===== src/rtl/bol_pkg.sv =====
// Shared request codes, status codes and cell control word for the bounded ordered list.
// No dependencies; used by bol_cell and bounded_ordered_list_top.
`default_nettype none

package bol_pkg;

    // request codes
    localparam logic [1:0] REQ_APPEND      = 2'd0;
    localparam logic [1:0] REQ_REMOVE_VAL  = 2'd1;
    localparam logic [1:0] REQ_REMOVE_HEAD = 2'd2;
    localparam logic [1:0] REQ_READ        = 2'd3;

    // status codes
    localparam logic [2:0] ST_OK        = 3'd0;
    localparam logic [2:0] ST_FULL      = 3'd1;
    localparam logic [2:0] ST_NOT_FOUND = 3'd2;
    localparam logic [2:0] ST_EMPTY     = 3'd3;
    localparam logic [2:0] ST_RANGE     = 3'd4;

    localparam int unsigned VAL_W = 32;

    // control broadcast to every cell of the row
    typedef struct packed {
        logic cmp_en;       // capture the compare against the incoming value
        logic shift_match;  // close the gap behind the first match
        logic shift_all;    // drop the head: every cell takes its neighbor
        logic load_tail;    // append: the tail cell takes the stored value
    } t_cell_ctl;

endpackage

`default_nettype wire


===== src/rtl/bol_cell.sv =====
// One storage cell of the list: holds one entry, compares it, and takes its right neighbor
// when the list closes a gap. Depends on bol_pkg.
`default_nettype none

module bol_cell (
    input  wire logic                                 i_clk,
    input  wire bol_pkg::t_cell_ctl                   i_ctl,
    input  wire logic signed [bol_pkg::VAL_W-1:0]     i_cmp_value,
    input  wire logic signed [bol_pkg::VAL_W-1:0]     i_wr_value,
    input  wire logic signed [bol_pkg::VAL_W-1:0]     i_next_val,
    input  wire logic                                 i_pos_valid,
    input  wire logic                                 i_is_tail,
    input  wire logic                                 i_found,
    output logic                                      o_found,
    output logic signed [bol_pkg::VAL_W-1:0]          o_val
);

    logic signed [bol_pkg::VAL_W-1:0] r_val;
    logic                             r_match;
    logic                             take_next;

    // found ripples toward the tail: set at and after the first live match
    assign o_found   = i_found | (r_match & i_pos_valid);
    assign take_next = (i_ctl.shift_match & o_found) | i_ctl.shift_all;
    assign o_val     = r_val;

    // compare captured in the accept cycle
    always_ff @(posedge i_clk) begin
        if (i_ctl.cmp_en) begin
            r_match <= (r_val == i_cmp_value);
        end
    end

    // entry storage; needs no reset, only live positions are ever read
    always_ff @(posedge i_clk) begin
        if (take_next) begin
            r_val <= i_next_val;
        end else if (i_ctl.load_tail && i_is_tail) begin
            r_val <= i_wr_value;
        end
    end

endmodule

`default_nettype wire


===== src/rtl/bounded_ordered_list_top.sv =====
// Top level of the bounded ordered list: request/result handshakes, sequencer and cell row.
// Depends on bol_pkg and bol_cell.
`default_nettype none

// Ordered list of up to DEPTH signed 32-bit entries held in a row of cells, one entry per
// cell, kept compact from the head. A request word is handled in an accept and an execute cycle:
// in the accept cycle every cell compares its entry against the incoming value; in the execute
// cycle a found flag ripples down the row, cells behind the first match take their right
// neighbor, and the result word is loaded into the output register. A new word is taken only
// in the idle state, so not before the last result is loaded; o_stall is high in the execute
// state, which lasts until the output register is free. No clearing pass is needed after reset.
module bounded_ordered_list_top #(
    parameter int unsigned DEPTH = 16
) (
    input  wire logic                                 i_clk,
    input  wire logic                                 i_rst_n,
    // request channel
    input  wire logic                                 i_valid,
    output logic                                      o_stall,
    input  wire logic [1:0]                           i_req_type,
    input  wire logic signed [bol_pkg::VAL_W-1:0]     i_value,
    input  wire logic [3:0]                           i_index,
    // result channel
    output logic                                      o_valid,
    input  wire logic                                 i_stall,
    output logic signed [bol_pkg::VAL_W-1:0]          o_read_value,
    output logic [4:0]                                o_count,
    output logic [2:0]                                o_status
);

    localparam int unsigned CW = $clog2(DEPTH + 1);
    localparam int unsigned IW = (CW > 4) ? CW : 4;
    localparam int unsigned XW = CW + 5;

    typedef enum logic [1:0] {
        S_IDLE = 2'b01,
        S_EXEC = 2'b10
    } t_state;

    t_state r_state, n_state;

    logic [1:0]                       r_req;
    logic signed [bol_pkg::VAL_W-1:0] r_value;
    logic [3:0]                       r_idx;
    logic [CW-1:0]                    r_count, n_count;

    logic                             r_out_valid;
    logic signed [bol_pkg::VAL_W-1:0] r_rd;
    logic [4:0]                       r_cnt;
    logic [2:0]                       r_st;

    logic                             in_acc, out_free, exec_done;
    logic                             full, empty, out_range, found;
    logic signed [bol_pkg::VAL_W-1:0] rd_sel, n_rd;
    logic [2:0]                       n_st;
    logic [XW-1:0]                    cnt_wide;
    bol_pkg::t_cell_ctl               ctl;

    logic signed [bol_pkg::VAL_W-1:0] cell_val [DEPTH];
    logic [DEPTH:0]                   found_chain;

    // handshakes
    assign out_free  = !r_out_valid || !i_stall;
    assign o_stall   = (r_state != S_IDLE);
    assign in_acc    = i_valid && (r_state == S_IDLE);
    assign exec_done = (r_state == S_EXEC) && out_free;

    // list status flags
    assign full      = (r_count == CW'(DEPTH));
    assign empty     = (r_count == '0);
    assign out_range = (IW'(r_idx) >= IW'(r_count));
    assign found     = found_chain[DEPTH];

    // cell controls
    always_comb begin
        ctl             = '0;
        ctl.cmp_en      = in_acc;
        ctl.shift_match = exec_done && (r_req == bol_pkg::REQ_REMOVE_VAL) && !empty;
        ctl.shift_all   = exec_done && (r_req == bol_pkg::REQ_REMOVE_HEAD) && !empty;
        ctl.load_tail   = exec_done && (r_req == bol_pkg::REQ_APPEND) && !full;
    end

    // cell row
    assign found_chain[0] = 1'b0;
    for (genvar k = 0; k < DEPTH; k++) begin : g_cell
        logic signed [bol_pkg::VAL_W-1:0] next_val;
        if (k == DEPTH - 1) begin : g_last
            assign next_val = cell_val[k];
        end else begin : g_mid
            assign next_val = cell_val[k+1];
        end
        bol_cell u_cell (
            .i_clk       (i_clk),
            .i_ctl       (ctl),
            .i_cmp_value (i_value),
            .i_wr_value  (r_value),
            .i_next_val  (next_val),
            .i_pos_valid (CW'(k) < r_count),
            .i_is_tail   (CW'(k) == r_count),
            .i_found     (found_chain[k]),
            .o_found     (found_chain[k+1]),
            .o_val       (cell_val[k])
        );
    end

    // read select by index
    always_comb begin
        rd_sel = '0;
        for (int k = 0; k < DEPTH; k++) begin
            if (IW'(k) == IW'(r_idx)) begin
                rd_sel = cell_val[k];
            end
        end
    end

    // result and count update
    always_comb begin
        n_rd    = '0;
        n_st    = bol_pkg::ST_OK;
        n_count = r_count;
        case (r_req)
            bol_pkg::REQ_APPEND: begin
                if (full) begin
                    n_st = bol_pkg::ST_FULL;
                end else begin
                    n_count = r_count + 1'b1;
                end
            end
            bol_pkg::REQ_REMOVE_VAL: begin
                if (empty) begin
                    n_st = bol_pkg::ST_EMPTY;
                end else if (!found) begin
                    n_st = bol_pkg::ST_NOT_FOUND;
                end else begin
                    n_count = r_count - 1'b1;
                end
            end
            bol_pkg::REQ_REMOVE_HEAD: begin
                if (empty) begin
                    n_st = bol_pkg::ST_EMPTY;
                end else begin
                    n_count = r_count - 1'b1;
                end
            end
            bol_pkg::REQ_READ: begin
                if (out_range) begin
                    n_st = bol_pkg::ST_RANGE;
                end else begin
                    n_rd = rd_sel;
                end
            end
            default: begin
                n_st = bol_pkg::ST_OK;
            end
        endcase
    end

    assign cnt_wide = XW'(n_count);

    // sequencer
    always_comb begin
        n_state = r_state;
        case (r_state)
            S_IDLE: begin
                if (in_acc) begin
                    n_state = S_EXEC;
                end
            end
            S_EXEC: begin
                if (out_free) begin
                    n_state = S_IDLE;
                end
            end
            default: begin
                n_state = S_IDLE;
            end
        endcase
    end

    // control registers
    always_ff @(posedge i_clk) begin
        if (!i_rst_n) begin
            r_state     <= S_IDLE;
            r_count     <= '0;
            r_out_valid <= 1'b0;
        end else begin
            r_state <= n_state;
            if (exec_done) begin
                r_count     <= n_count;
                r_out_valid <= 1'b1;
            end else if (!i_stall) begin
                r_out_valid <= 1'b0;
            end
        end
    end

    // request word capture
    always_ff @(posedge i_clk) begin
        if (in_acc) begin
            r_req   <= i_req_type;
            r_value <= i_value;
            r_idx   <= i_index;
        end
    end

    // result word register
    always_ff @(posedge i_clk) begin
        if (exec_done) begin
            r_rd  <= n_rd;
            r_cnt <= cnt_wide[4:0];
            r_st  <= n_st;
        end
    end

    assign o_valid      = r_out_valid;
    assign o_read_value = r_rd;
    assign o_count      = r_cnt;
    assign o_status     = r_st;

endmodule

`default_nettype wire


===== config.mk =====
export PLATFORM = sky130hd
export DESIGN_NAME = bounded_ordered_list_top
export DESIGN_NICKNAME = d
export VERILOG_FILES = /design/src/rtl/bol_pkg.sv /design/src/rtl/bol_cell.sv /design/src/rtl/bounded_ordered_list_top.sv
export SDC_FILE = /design/constraint.sdc
export NUM_CORES = 1
export LEC_CHECK = 0
export BUFFER_PORTS_ARGS = -buffer_cell sky130_fd_sc_hd__buf_2
export CORE_MARGIN = 1.5
export CORE_UTILIZATION = 50
export CTS_CLUSTER_SIZE = 12
export DETAILED_ROUTE_END_ITERATION = 7
export GPL_TIMING_DRIVEN = 1
export PLACE_DENSITY = 0.66
export SLEW_MARGIN = 20
export SYNTH_ARGS = -nofsm -noshare
export SYNTH_HDL_FRONTEND = slang
export SYNTH_SLANG_ARGS = --single-unit

===== constraint.sdc =====
create_clock -name i_clk -period 8.48 [get_ports i_clk]
set_input_delay 0 -clock i_clk [delete_from_list [all_inputs] [get_ports i_clk]]
set_output_delay 0 -clock i_clk [all_outputs]
set_load 0.02 [all_outputs]

==> results.md, run 1 <==
Status:
- The flow ran to the end, and the final reports show no timing, DRC or antenna violations.

Placement:
- Routability-driven placement finished with a final weighted congestion of 0.982.
- The count of buffers added on input and output ports is 83.
- The standard cell area after detailed placement is 0.0373 mm^2.
- After legalization and detailed placement, the total HPWL measured 100000 um.

STA:
- The setup total negative slack is 0 ns.
- The worst slew margin relative to its limit is 0.214.
- The number of failing setup endpoints in the final timing report is 0.
- The minimum clock period after layout is 4.51 ns.
- Setup repair after global routing left no endpoint under its margin.
- The worst clock skew on the final layout is 0.0230 ns.
- On the final layout, the worst hold slack is 0.0663 ns.
- The actual transition at the worst max-transition pin is 1.18 ns.
- The final max-slew violation count came to 0.
- The highest clock rate is 222 MHz.
- The count of final hold-check violations is 0.
- In the finished design, the share of the clock period the worst path needs comes to 0.531.

Global route:
- The number of global-route vias before repair is 24887.
- The first global-routing pass estimated 194000 um of wire.
- Entering global routing, the biggest net connects 75 pins.
- The initial antenna violation count was 5.
- The aggregate global-route resource usage is 0.370.
- The remaining global-route overflow is 0.

Critical path:
- STA puts the critical path data required time at 8.72 ns.
- The register-to-register path setup slack is 3.97 ns.
- The element type at the critical path start is a register.
- The most critical setup path has its endpoint at g_cell[13].u_cell.o_val[19]$_DFFE_PP_.
- In this run the worst path has a maximum fanout of 33.
- In this design, the largest share of critical-path delay is due to compound AO/OA/AOI/OAI gates.
- Walking the worst path, the cells encountered are inv_1, ha_1, and3_1, nor2_2, nand2_1, buf_4, a21o_4, nand2_4, a31o_2.
- The critical path contains buffers and inverters numbering 2 combined.
- The setup path with the least slack is of type reg -> reg.
- Data arrives at the worst endpoint at 4.75 ns.
- The instance count on the critical path is 9.
- The most critical setup path has its startpoint at r_count[1]$_SDFFE_PN0P_.
- The critical path capture point type is a register.
- The worst register-to-register path has a depth of 9.
- The slowest cell on the critical path is a31o_2.
- In this design, the stage delay of the slowest critical-path cell is 0.93 ns.
- The end of the worst register-to-register path is g_cell[13].u_cell.o_val[19]$_DFFE_PP_.
- The startpoint identified for the worst register-to-register timing path is r_count[1]$_SDFFE_PN0P_.

Synthesis:
- The number of instances in the synthesized netlist is 2860.
- The largest family of logic cells by synthesized area is multiplexers.
- The count of flip-flops with a built-in enable after synthesis is 606.
- The most used flip-flop cell after synthesis is edfxtp_1.
- The average instance in the mapped netlist occupies 12.6 um^2.
- The post-synthesis compound-gate area fraction is 0.0874.
- The number of different library cells used by synthesis comes to 90.
- The synthesized netlist occupies a cell area of 0.0360 mm^2.
- The post-synthesis share of cell area spent on and, or, nand and nor gates is 0.0667.
- The post-synthesis net count is 2911.
- The share of the Yosys chip area taken by registers is 0.510.
- After synthesis, the share of cell area in mux cells is 0.178.
- The xor and xnor fraction of the mapped netlist area is 0.125.
- Of the total synthesized cell area, the portion taken by full adders, half adders and majority gates is 0.00313.
- The number of synthesis warnings is 0.
- The async set or reset register ratio after synthesis is 0.
- After synthesis the netlist holds a flip-flop and latch count of 614.

Clock network:
- Once the clock tree was built, the resizer swapped 0 gates to a different size.
- The clock root buffer master is clkbuf_16.
- After clock tree synthesis, the clock-pin slew on the worst setup and hold paths is 0.06 ns.
- The number of clock sinks is 614.
- The latest clock arrival within the worst-skew pair is 0.63 ns.
- TritonCTS built the clock tree.
- The total number of H-tree levels is 3.
- The longest clock path from root to sink contains 3 buffers.
- TritonCTS created 74 clock buffers.

Finish:
- The area growth from synthesis to layout is 11.1%.
- The number of antenna diodes in the final layout is 0.
- The fraction of the core area covered by cells at the end of the flow is 0.561.
- The final layout net count is 2939.
- Once layout is done, the placed cells without fillers occupy 0.0400 mm^2.
- The fraction of layout instances using a drive strength above 1 is 0.267.

Route:
- After the first detailed-routing iteration, the DRC count stood at 4313.
- Dividing the detail-routed via count by the number of cells gives 6.81.
- The number of iterations in the first detailed-routing pass is 6.
- After detailed routing, the average wire length per cell comes to 35.5 um.
- The routed via count is 26491.
- Once detail routing completed, the nets flagged for antenna violations numbered 0.
- The aggregate routed wire length is 138000 um.
- The number of design rule violations left after detail routing is 0.

Floorplanning:
- The vertical extent of the die is 271 um.
- In this run the count of I/O pins placed on the die edge is 84.
- The die area is 0.0736 mm^2.
- The floorplan has 98 rows.
- The die width is 271 um.
- The effective utilization at floorplan is 0.505.
- The floorplan step defined a core boundary enclosing 0.0714 mm^2.

Power:
- The fraction of power spent switching nets is 0.257.
- The clock share of power is 0.423.
- Cell internal power was estimated by the tool at 0.00537 W.
- Of the total power, registers draw 0.476.
- Dividing total power by cell area gives a power density of 180 mW/mm^2.
- Of the total power, combinational logic draws 0.101.
- Summed over all nets, the switching power comes to 0.00185 W.
- IR analysis of the VDD net gives a maximum drop of 0.145 mV.
- The analysis attributes to cell leakage a power of 13.7 nW.

Hold path:
- The min-delay analysis places its worst path in the category in -> reg.

Job:
- The max-cap check violation count is 0.
==> through the flow <==
| step | std cells | setup slack, ns | total power, W |
|---|---|---|---|
| finish | 3891 | 3.97 | 0.00722 |
| global route | 3891 | 3.79 | 0.00736 |
| CTS | 3888 | 3.96 | 0.00721 |
| detailed placement | 3721 | 3.99 | 0.00418 |
| global placement | 3718 | 4.04 | 0.00418 |
| floorplan | 2860 | 4.22 | 0.00389 |
==> per-layer routing <==
metal  track usage  vias up  share of wire
met5             0        -        0.00025
met3        0.0944      245           0.12
met2         0.558     1798           0.45
li1              -    10901              -
met4         0.109        6          0.034
met1         0.525    13541           0.40
==> cell usage after synthesis (all sizes together) (9+ instances only) <==
library cell  count  area (um^2)
edfxtp          606        18200
xor2            512         4480
mux2            496         5800
clkbuf          147          552
nor2            138          533
nor4            130          820
a21oi           123          623
buf              88          489
o21ai            84          428
nand2            75          289
a22oi            56          420
mux2i            39          390
o22ai            36          225
nand4            34          213
a31oi            20          131
o221a            17          191
a21o             16          128
o211ai           16          125
o221ai           16          140
nor3             14         75.1
inv              13         48.8
nand3            13         65.1
a221oi           11         96.3
nor2b            11         68.8
a222oi           10          100
a22o              9         78.8
and3              9         56.3
ha                9          113
mux4              9          203
nand2b            9         56.3
==> logic make-up (layout without fill, tap and decap cells) <==
| logic type | count (synthesis) | count (layout) |
|---|---|---|
| mux | 544 | 544 |
| xor+xnor | 514 | 514 |
| compound gates | 466 | 466 |
| fa+ha+maj | 9 | 9 |
| buf+inv | 250 | 331 |
| flops | 614 | 614 |
| simple gates | 463 | 463 |
==> area by class of cell <==
type / count / area, um^2
fill: 6012 / 31300
sequential: 614 / 18400
multi-input combinational: 1996 / 16700
clock buffer: 95 / 1970
timing repair buffer: 187 / 1430
tap: 950 / 1190
clock inverter: 34 / 275
inverter: 15 / 56.3
==> cell usage in the layout (no fill, tap or decap), types with 58 or more instances in the layout <==
cell / instances
a21oi_1: 121
buf_2: 83
buf_4: 58
clkbuf_16: 76
edfxtp_1: 606
mux2_2: 408
mux2_4: 58
nand2_1: 74
nor2_1: 130
nor4_1: 129
o21ai_0: 74
xor2_1: 512
==> worst min-delay path by stage <==
stage | start | end | slack (ns) | cells after the start
5_1_grt | i_value[20] | r_value[20]$_DFFE_PP_ | 0.03 | 1
3_5_place_dp | i_req_type[1] | r_req[1]$_DFFE_PP_ | 0.18 | 1
3_3_place_gp | i_req_type[1] | r_req[1]$_DFFE_PP_ | 0.18 | 1
4_1_cts | i_value[20] | r_value[20]$_DFFE_PP_ | 0.01 | 1
6_report | i_value[20] | r_value[20]$_DFFE_PP_ | 0.07 | 1
2_1_floorplan | i_index[0] | r_idx[0]$_DFFE_PP_ | 0.1 | 0
==> sequential cells by signal, summed over array words and instances (netlist names) <==
name	count
g_cell.u_cell.o_val	512
g_cell.u_cell.r_match	16
o_count	5
o_read_value	32
o_status	3
o_valid	1
r_count	5
r_idx	4
r_req	2
r_state	2
r_value	32
==> power by group through the flow <==
stage               registers [W]  clock network, W  logic, W
finish                    0.00343           0.00306  0.000730
global route              0.00343           0.00317  0.000749
CTS                       0.00343           0.00307  0.000704
detailed placement        0.00350                 0  0.000686
global placement          0.00349                 0  0.000682
floorplan                 0.00345                 0  0.000444
==> worst reg2reg max path: cells and delay by family, from the launching register on <==
| kind | cells | cell delay [ns] |
|---|---|---|
| fa+ha+maj | 1 | 0.42 |
| compound gates | 2 | 1.16 |
| buf+inv | 2 | 0.65 |
| flops | 1 | 0.70 |
| simple gates | 4 | 1.14 |
==> repair_timing <==
item,4_1_cts,5_1_grt
hold buffers,38,0
setup buffers,0,0
endpoints found under the hold margin,44,0
No activity file was read; power rests on OpenSTA's default activity.
==> inputs of run 2 (changes only) <==
ABC_AREA = 1   (was unset)
clock period = 4.7 ns   (was 8.48 ns; I/O delays follow)
==> run 2 against run 1 <==
Effect of this change: count of clock-buffer cells in the layout fell by 7; total power grew 77%; first-iteration DRC count rose by 15%; clock skew rose by 0.0088 ns; maximum frequency up 25%; final area decreased by 3.8%; critical endpoint is now o_read_value[20]$_SDFFCE_PP0P_; worst setup slack lost 2.9 ns.
==> results.md, run 2 <==
Synthesis:
- The top cell type by total area after synthesis is edfxtp_1.
- The synthesized netlist occupies a cell area of 0.0346 mm^2.
- Yosys mapped a number of flops with a built-in enable equal to 606.
- The async set or reset register ratio after synthesis is 0.
- The post-synthesis net count is 3761.
- The number of instances in the synthesized netlist is 3710.
- The post-synthesis sequential area ratio is 0.530.
- The most frequently used cell type in the post-synthesis netlist is nand2_1.
- The dominant register cell in the synthesized netlist is edfxtp_1.
- The commonest cells after synthesis are nand2_1 (913), edfxtp_1 (606), o21ai_0 (514), xor2_1 (287), clkbuf_1 (204).
- The number of synthesis warnings is 0.
- The proportion of netlist area held by the largest area contributor is 0.525.
- Counting flops and latches in the post-synthesis netlist gives 614.
- In this run the mean area of a mapped cell was 9.34 um^2.
- Yosys mapped the design onto 56 distinct sky130hd cell types.
- Sorting the synthesized cells by area gives the leading types as edfxtp_1 (53%), nand2_1 (9.9%), o21ai_0 (7.4%).

Clock network:
- The number of buffers on the longest clock path is 3.
- The tree built by TritonCTS fans out to 614 sinks.
- The latest clock arrival within the worst-skew pair is 0.64 ns.
- After clock tree synthesis, the clock-pin slew on the worst setup and hold paths is 0.06 ns.
- The number of clock buffers added by TritonCTS is 71.
- The total number of H-tree levels is 3.
- In this run, post-CTS repair resized a total of 0 instances.
- The clock root buffer master is clkbuf_16.
- The number of setup buffers added after CTS is 0.
- TritonCTS built the clock tree.

Job:
- The tool flagged a number of max-cap violations equal to 0.

STA:
- The worst clock skew on the final layout is 0.0318 ns.
- The final max-slew violation count is 0.
- Timing would allow up to 278 MHz.
- Setup repair after global routing left no endpoint under its margin.
- Dividing the final minimum period by the clock period gives 0.765.
- The count of final hold-check violations is 0.
- The number of failing setup endpoints in the final timing report is 0.
- After layout, the minimum clock period comes to 3.60 ns.
- The worst slew margin relative to its limit is 0.110.
- The actual transition at the worst max-transition pin is 1.32 ns.
- Setup total negative slack on the finished layout was measured at 0 ns.

Critical path:
- At the worst endpoint, the arrival time is 3.96 ns.
- Walking the worst path, the cells encountered are nor2_1, buf_4, nand2_1, o21ai_0, a221oi_1, nand4_1, o21ai_0, nand3_1, o21ai_0, nand3_1, o21ai_0, nand3_1, nor3_1, nor2_1.
- The critical path capture point type is a register.
- The worst path required time is 5.06 ns.
- In this run the worst path has a maximum fanout of 18.
- The maximum cell stage delay along the critical path is 0.55 ns.
- The slowest cell on the critical path is nand2_1.
- The critical path start-end classification is reg -> reg.
- STA classifies the critical path startpoint as a register.
- The cell that appears most often on the critical path is o21ai_0.

Floorplanning:
- The vertical extent of the die is 266 um.
- The initial utilization of the core area, before any placement, comes to 0.505.
- Pin placement for this block handled 84 I/O pins.
- The number of rows in the core area is 96.
- The die area is 0.0709 mm^2.
- Measured along the x axis, the die boundary spans 266 um.
- The floorplan step defined a core boundary enclosing 0.0686 mm^2.

Power:
- The net switching component of the power is 0.00337 W.
- The fraction of power spent switching nets is 0.263.
- The cell-internal power is 0.00943 W.
- VDD sags by at most 0.220 mV.
- The leakage power of the design is 13.2 nW.
- The power per standard cell area is 333 mW/mm^2.
- Of the total power, the clock network draws 0.422.
- The share of total power in sequential cells is 0.477.
- The combinational group share of total power is 0.101.
- After layout, the design draws a total of 0.0128 W.

Placement:
- The number of port buffers is 83.
- After legalization and detailed placement, the total HPWL measured 98500 um.
- The standard cell area after detailed placement is 0.0359 mm^2.
- The final estimated routing congestion in global placement is 0.985.

Route:
- The routed via count is 30075.
- The first-iteration detailed-routing DRC count is 4964.
- The residual antenna-violating net count after detailed routing is 0.
- The first TritonRoute pass finished after 7 iterations.
- The routed design has 135000 um of wire.
- The number of design rule violations left after detail routing is 0.
- Using the TritonRoute via totals, the vias-per-cell ratio works out to 6.38.
- The wire length per cell after detailed routing is 28.6 um.

Finish:
- Counting the fill cells in the layout gives 6157.
- The fraction of layout instances using a drive strength above 1 is 0.107.
- The final instance area is 0.0385 mm^2.
- The most common library cell in the layout ignoring fill and taps is nand2_1.
- The layout overhead on the synthesized area is 11.1%.
- The number of flip-flops under the largest register name is 512.
- In the layout the commonest cells are nand2_1 (903), edfxtp_1 (606), o21ai_0 (512).
- For this run, the post-layout net count is 3777.

Global route:
- Entering global routing, the biggest net connects 65 pins.
- The first-pass GRT wire length is 193000 um.
- The initial antenna violation count is 8.
- Global routing finished with a remaining overflow of 0.
- The number of global-route vias before repair is 27292.
- In the global route stage, overall resource usage came out at 0.376.

Status:
- The flow ran to the end, and the final reports show no timing, DRC or antenna violations.

Hold path:
- In this run the worst hold path is classified as in -> reg.
-- run 2: critical path: cells and delay by family (launching register included) --
| family | cells | cell delay (ns) |
|---|---|---|
| AOI/OAI and AO/OA | 5 | 0.92 |
| buffers and inverters | 1 | 0.30 |
| DFF | 1 | 0.47 |
| and+or+nand+nor | 8 | 1.63 |
-- run 2: kinds of logic (layout without fill, tap and decap cells) --
kind of cell	Yosys count	count (layout)	synth area share
flip-flops	614	614	0.530
adder cells (fa/ha/maj)	9	9	0.00325
AO/OA/AOI/OAI	850	850	0.143
XOR/XNOR	370	370	0.0935
other	0	2	0
AND/OR/NAND/NOR	1402	1402	0.175
multiplexers	7	7	0.00202
buffers and inverters	458	526	0.0532
-- run 2: worst paths after layout --
path	end	startpoint	slack [ns]	depth (start not counted)
setup / recovery	o_read_value[20]$_SDFFCE_PP0P_	r_idx[1]$_DFFE_PP_	1.10	14
hold / removal	r_value[29]$_DFFE_PP_	i_value[29]	0.04	2
setup reg to reg	o_read_value[20]$_SDFFCE_PP0P_	r_idx[1]$_DFFE_PP_	1.10	14
hold reg to reg	g_cell[15].u_cell.o_val[16]$_DFFE_PP_	r_value[16]$_DFFE_PP_	0.44	0
-- run 2: area by class of cell --
class	instances	area, um^2	share of cell area
antenna	2	5.00	0.000130
inverter	199	749	0.0195
clock inverter	37	304	0.00790
clock buffer	88	1860	0.0484
sequential	614	18400	0.477
timing repair buffer	202	1430	0.0371
tap	931	1160	0.0303
multi-input combinational	2638	14600	0.380
-- run 2: timing repair --
action	in CTS	in global routing
setup endpoints to repair	0	0
hold buffers	37	0
hold endpoints to repair	69	0
-- run 2: metrics by stage --
step	utilization	instances	hold slack, ns	setup slack, ns
6_report	0.561	4711	0.0373	1.10
4_1_cts	0.561	4709	0.00759	1.20
2_1_floorplan	-	3710	0.0989	0.317
3_3_place_gp	0.524	4547	0.184	1.24
3_5_place_dp	0.524	4547	0.182	1.20
5_1_grt	0.561	4709	0.0343	0.933
-- run 2: per-layer routing --
metal  track usage  wire length, um
met5             0               52
met4         0.154             5980
met3         0.114            18600
met2         0.558            58500
met1         0.512            51500
-- run 2: power by group through the flow --
stage / clock [W] / sequential, W / combinational (W)
4_1_cts: 0.00538 / 0.00611 / 0.00124
6_report: 0.00540 / 0.00611 / 0.00129
2_1_floorplan: 0 / 0.00621 / 0.000715
5_1_grt: 0.00556 / 0.00611 / 0.00134
3_3_place_gp: 0 / 0.00622 / 0.00120
3_5_place_dp: 0 / 0.00622 / 0.00121
